==> src/rtl/qpr_pkg.sv <==
// ----------------------------------------------------------------------------
// qpr_pkg
// Types, constants and the arctangent table for the quadratic phase rotator.
// ----------------------------------------------------------------------------
`default_nettype none
package qpr_pkg;

  localparam int SAMPLE_BITS   = 16;
  localparam int PHASE_BITS    = 16;
  localparam int CORDIC_STAGES = 16;
  localparam int NUM_CELLS     = (CORDIC_STAGES > 32) ? 32 : CORDIC_STAGES;

  localparam int GAIN_FRAC = 20;
  localparam int GAIN_COMP = 636751;
  localparam int GAIN_BITS = 21;

  localparam int XW = SAMPLE_BITS + GAIN_FRAC + 3;
  localparam int ZW = 34;

  localparam int CFG_AW = 2;

  typedef enum logic [CFG_AW-1:0] {
    REG_PHASE_SLOPE   = 2'd0,
    REG_POSITION_STEP = 2'd1
  } cfg_reg_t;

  typedef struct packed {
    logic                 vld;
    logic signed [XW-1:0] x;
    logic signed [XW-1:0] y;
    logic signed [ZW-1:0] z;
  } cordic_t;

  function automatic logic [31:0] atan_turns(input logic [4:0] idx);
    logic [31:0] v;
    case (idx)
      5'd0:  v = 32'd536870912;
      5'd1:  v = 32'd316933406;
      5'd2:  v = 32'd167458907;
      5'd3:  v = 32'd85004756;
      5'd4:  v = 32'd42667331;
      5'd5:  v = 32'd21354465;
      5'd6:  v = 32'd10679838;
      5'd7:  v = 32'd5340245;
      5'd8:  v = 32'd2670163;
      5'd9:  v = 32'd1335087;
      5'd10: v = 32'd667544;
      5'd11: v = 32'd333772;
      5'd12: v = 32'd166886;
      5'd13: v = 32'd83443;
      5'd14: v = 32'd41722;
      5'd15: v = 32'd20861;
      5'd16: v = 32'd10430;
      5'd17: v = 32'd5215;
      5'd18: v = 32'd2608;
      5'd19: v = 32'd1304;
      5'd20: v = 32'd652;
      5'd21: v = 32'd326;
      5'd22: v = 32'd163;
      5'd23: v = 32'd81;
      5'd24: v = 32'd41;
      5'd25: v = 32'd20;
      5'd26: v = 32'd10;
      5'd27: v = 32'd5;
      5'd28: v = 32'd3;
      5'd29: v = 32'd1;
      5'd30: v = 32'd1;
      default: v = 32'd0;
    endcase
    return v;
  endfunction

endpackage
`default_nettype wire

==> src/rtl/qpr_cell.sv <==
// ----------------------------------------------------------------------------
// qpr_cell
// One CORDIC rotation cell; its index sets the shift and the angle step.
// ----------------------------------------------------------------------------
`default_nettype none
module qpr_cell
  import qpr_pkg::*;
(
  input  wire logic       clk,
  input  wire logic       rst_n,
  input  wire logic       adv,
  input  wire logic [4:0] idx,
  input  cordic_t         cell_i,
  output cordic_t         cell_o
);

  logic signed [XW-1:0] dx, dy;
  logic signed [ZW-1:0] da;
  cordic_t              cell_r;

  assign dx = cell_i.y >>> idx;
  assign dy = cell_i.x >>> idx;
  assign da = $signed({{(ZW-32){1'b0}}, atan_turns(idx)});

  always_ff @(posedge clk) begin
    if (!rst_n) begin
      cell_r.vld <= 1'b0;
    end else if (adv) begin
      cell_r.vld <= cell_i.vld;
      if (!cell_i.z[ZW-1]) begin
        cell_r.x <= cell_i.x - dx;
        cell_r.y <= cell_i.y + dy;
        cell_r.z <= cell_i.z - da;
      end else begin
        cell_r.x <= cell_i.x + dx;
        cell_r.y <= cell_i.y - dy;
        cell_r.z <= cell_i.z + da;
      end
    end
  end

  assign cell_o = cell_r;

endmodule
`default_nettype wire

==> config.mk <==
export PLATFORM = sky130hd
export DESIGN_NAME = qpr_cell
export DESIGN_NICKNAME = d
export VERILOG_FILES = /design/src/rtl/qpr_pkg.sv /design/src/rtl/qpr_cell.sv
export SDC_FILE = /design/constraint.sdc
export NUM_CORES = 1
export LEC_CHECK = 0
export CAP_MARGIN = 20
export CORE_MARGIN = 2
export CORE_UTILIZATION = 45
export DETAILED_ROUTE_END_ITERATION = 10
export DONT_BUFFER_PORTS = 1
export PLACE_DENSITY_LB_ADDON = 0.15
export SYNTH_ARGS = -nofsm -noshare
export SYNTH_HDL_FRONTEND = slang
export SYNTH_SLANG_ARGS = --single-unit
==> constraint.sdc <==
create_clock -name clk -period 20.3 [get_ports clk]
set_input_delay 2.03 -clock clk [delete_from_list [all_inputs] [get_ports clk]]
set_output_delay 2.03 -clock clk [all_outputs]
set_load 0.01 [all_outputs]
==> results_dict.tcl <==
set metrics [dict create \
    dp.final_hpwl_um 53600 \
    drive_gt1_frac 0.113 \
    ys.flop_type "edfxtp_1" \
    start_util 0.459 \
    netlist_area_mm2 0.0184 \
    seq_area_frac_synth 0.184 \
    min_period_over_period 0.393 \
    yosys_warnings 0 \
    cp-end-kind "register" \
    drt-vias-per-instance 6.85 \
    cp.arrival_ns 8.17 \
    grt_pass1_vias 16400 \
    htreeDepth 4 \
    numCtsBuffers 17 \
    path_class "input port to register" \
    r2r-end "cell_o[112]" \
    syn_avg_cell_area_um2 8.91 \
    largest_reg_flops 113 \
    cp_max_fo 118 \
    worst_slew_pin_slew_ns 1.05 \
    fmax_ghz 0.125 \
    vias 17200 \
    ys_top_cells_by_area "edfxtp_1 (18%), mux4_2 (11%), ha_1 (8.4%)" \
    p_total_mw 1.33 \
    regArea_mm2 0.00338 \
    ctsHoldBuffers 0 \
    clock_skew_ns 0 \
    yosysUniqueCellTypes 96 \
    ant_nets 0 \
    grt_pass1_wl_um 105000 \
    drtPass1Iterations 6 \
    grt_max_degree 153 \
    diodes 0 \
    drc_errors 0 \
    yosysTopAreaCell "edfxtp_1" \
    post_cts_buffers 0 \
    drtIter0Drc 1847 \
    power.density_mw_per_mm2 70.0 \
    wl_per_cell_um 28.3 \
    place.gp.congestion 1.00 \
    wirelength_um 70800 \
    hold_viol_final 0 \
    portBuffers 0 \
    status "finished, final reports clean" \
    max-cap-violations 0 \
    row_count 73 \
    vdd_drop_max_mv 0.0594 \
    clk_latency_ns 0.46 \
    setup-violations-final 0 \
    ys_ff_latch 113 \
    synth_nets 2308 \
    worstSetupStartpointType "input port" \
    core_area_mm2 0.0400 \
    area_delta_synth_final_pct 3.76 \
    p_leak_nw 7.28 \
    clock-sinks 113 \
    clkSlewWorstSetupHoldPaths_ns 0.06 \
    fillers 3831 \
    grtUsageTotal 0.330 \
    die_h_um 206 \
    post-route-min-period_ns 7.97 \
    critPathCapture "cell_o[31]" \
    cts_tree "done" \
    syn_inst 2061 \
    synth-edff-count 112 \
    synth_top_area_frac 0.183 \
    max_slew_margin 0.277 \
    min_path_cells 2 \
    timing.rr.start "cell_o[112]" \
    io_pins 234 \
    nets 2215 \
    async_reset_ff_frac 0 \
    gr-total-overflow 0 \
    clk_path_buf_depth 2 \
    rsz0062_at_grt "no" \
    clockRootBuffer "clkbuf_16" \
    antenna_found_initial 0 \
    die_w_um 206 \
    holdCritPathClass "register to register" \
    ctsResizeCount 0 \
    r2r_slack_ns 19.66 \
    die_area_mm2 0.0424 \
    drv_slew 0 \
    r2r_cells 2 \
    cp.required_ns 20.50 \
    startpoint "idx[1]" \
    final.setup.tns_ns 0 \
    multi_input_area_mm2 0.0141 \
]
cell families (layout without fill, tap and decap cells):
kind of cell,Yosys count,in the layout,share of synthesized area
simple gates,579,579,0.160
mux,227,227,0.200
flops,113,113,0.184
fa+ha+maj,126,126,0.0871
xor+xnor,193,193,0.0928
buf+inv,189,109,0.0476
compound gates,634,634,0.229
worst max-delay path, cell delays in order:
cell      delay, ns
inv_2          0.06
buf_4          0.50
ha_1           0.44
mux4_2         0.47
a211oi_1       0.69
ha_1           0.37
nand2_1        0.12
nor4_1         0.44
or2_2          0.25
xor2_1         0.17
ha_1           0.32
a21o_1         0.19
a21o_1         0.17
a21oi_1        0.20
o21ai_0        0.11
a21oi_1        0.29
o21ai_0        0.22
o41ai_1        0.67
o21ai_0        0.20
xor2_1         0.18
report_power, final:
group | internal [mW] | total (mW) | switching [mW]
Sequential | 0.329 | 0.365 | 0.0353
Clock | 0.170 | 0.293 | 0.123
Combinational | 0.287 | 0.675 | 0.388
Total | 0.787 | 1.33 | 0.546
per-stage QoR:
stage	instances	utilization	area [um2]	hold WS [ns]	setup slack, ns
3_5_place_dp	2474	0.462	18500	0.570	11.91
6_report	2506	0.476	19000	0.576	12.33
5_1_grt	2506	0.476	19000	0.598	12.08
4_1_cts	2506	0.476	19000	0.579	12.42
3_3_place_gp	2474	0.462	18500	0.562	11.95
2_1_floorplan	2061	-	18400	0.538	12.37
synthesized netlist by cell type (41+ instances only):
master,count
edfxtp_1,112
nor3_1,41
inv_1,59
ha_1,123
o21ai_0,96
a21oi_1,176
clkbuf_1,60
mux2i_1,81
a21o_1,59
nand2_1,137
nor2_1,161
xor2_1,73
xnor2_1,119
mux4_2,90
area by class of cell:
type,instances,share of cell area
Inverter,63,0.0124
Sequential cell,113,0.178
Tap cell,525,0.0345
Clock buffer,19,0.0233
Timing Repair Buffer,14,0.00552
Multi-Input combinational cell,1759,0.741
Clock inverter,13,0.00604
placed cells by master (no fill, tap or decap), types with 16 or more instances in the layout:
master	synthesis	routed
a211oi_1	25	25
a21o_1	59	59
a21oi_1	176	176
a22oi_1	20	20
a31oi_1	40	40
and2_1	23	22
and3_1	20	20
clkbuf_16	0	17
edfxtp_1	112	112
ha_1	123	123
inv_1	59	59
mux2_2	40	40
mux2i_1	81	81
mux4_2	90	90
nand2_1	137	137
nand2b_1	31	31
nand3_1	30	30
nand4_1	20	20
nor2_1	161	160
nor2b_1	26	26
nor3_1	41	41
o211ai_1	16	16
o21a_1	23	23
o21ai_0	96	96
o21bai_1	18	18
o22ai_1	17	17
o31ai_1	17	17
or2_2	16	16
xnor2_1	119	119
xor2_1	73	73
metal layers:
metal  up-vias  wire (um)  share of wire  global-route usage
met5         -          0              0                   0
met4         0       2330          0.033               0.119
met3       136       6090          0.086              0.0801
met2       800      33400           0.47               0.540
met1      8484      28900           0.41               0.423
li1       7756          -              -                   -
how the worst min path moves through the flow:
stage | slack (ns) | end | start
after floorplan | 0.54 | cell_o[112] | cell_o[112]
after global placement | 0.56 | cell_o[112] | cell_o[112]
after detailed placement | 0.57 | cell_o[112] | cell_o[112]
after CTS | 0.58 | cell_o[112] | cell_o[112]
after global routing | 0.60 | cell_o[112] | cell_o[112]
final | 0.58 | cell_o[112] | cell_o[112]
(Power assumes the default switching activity.)
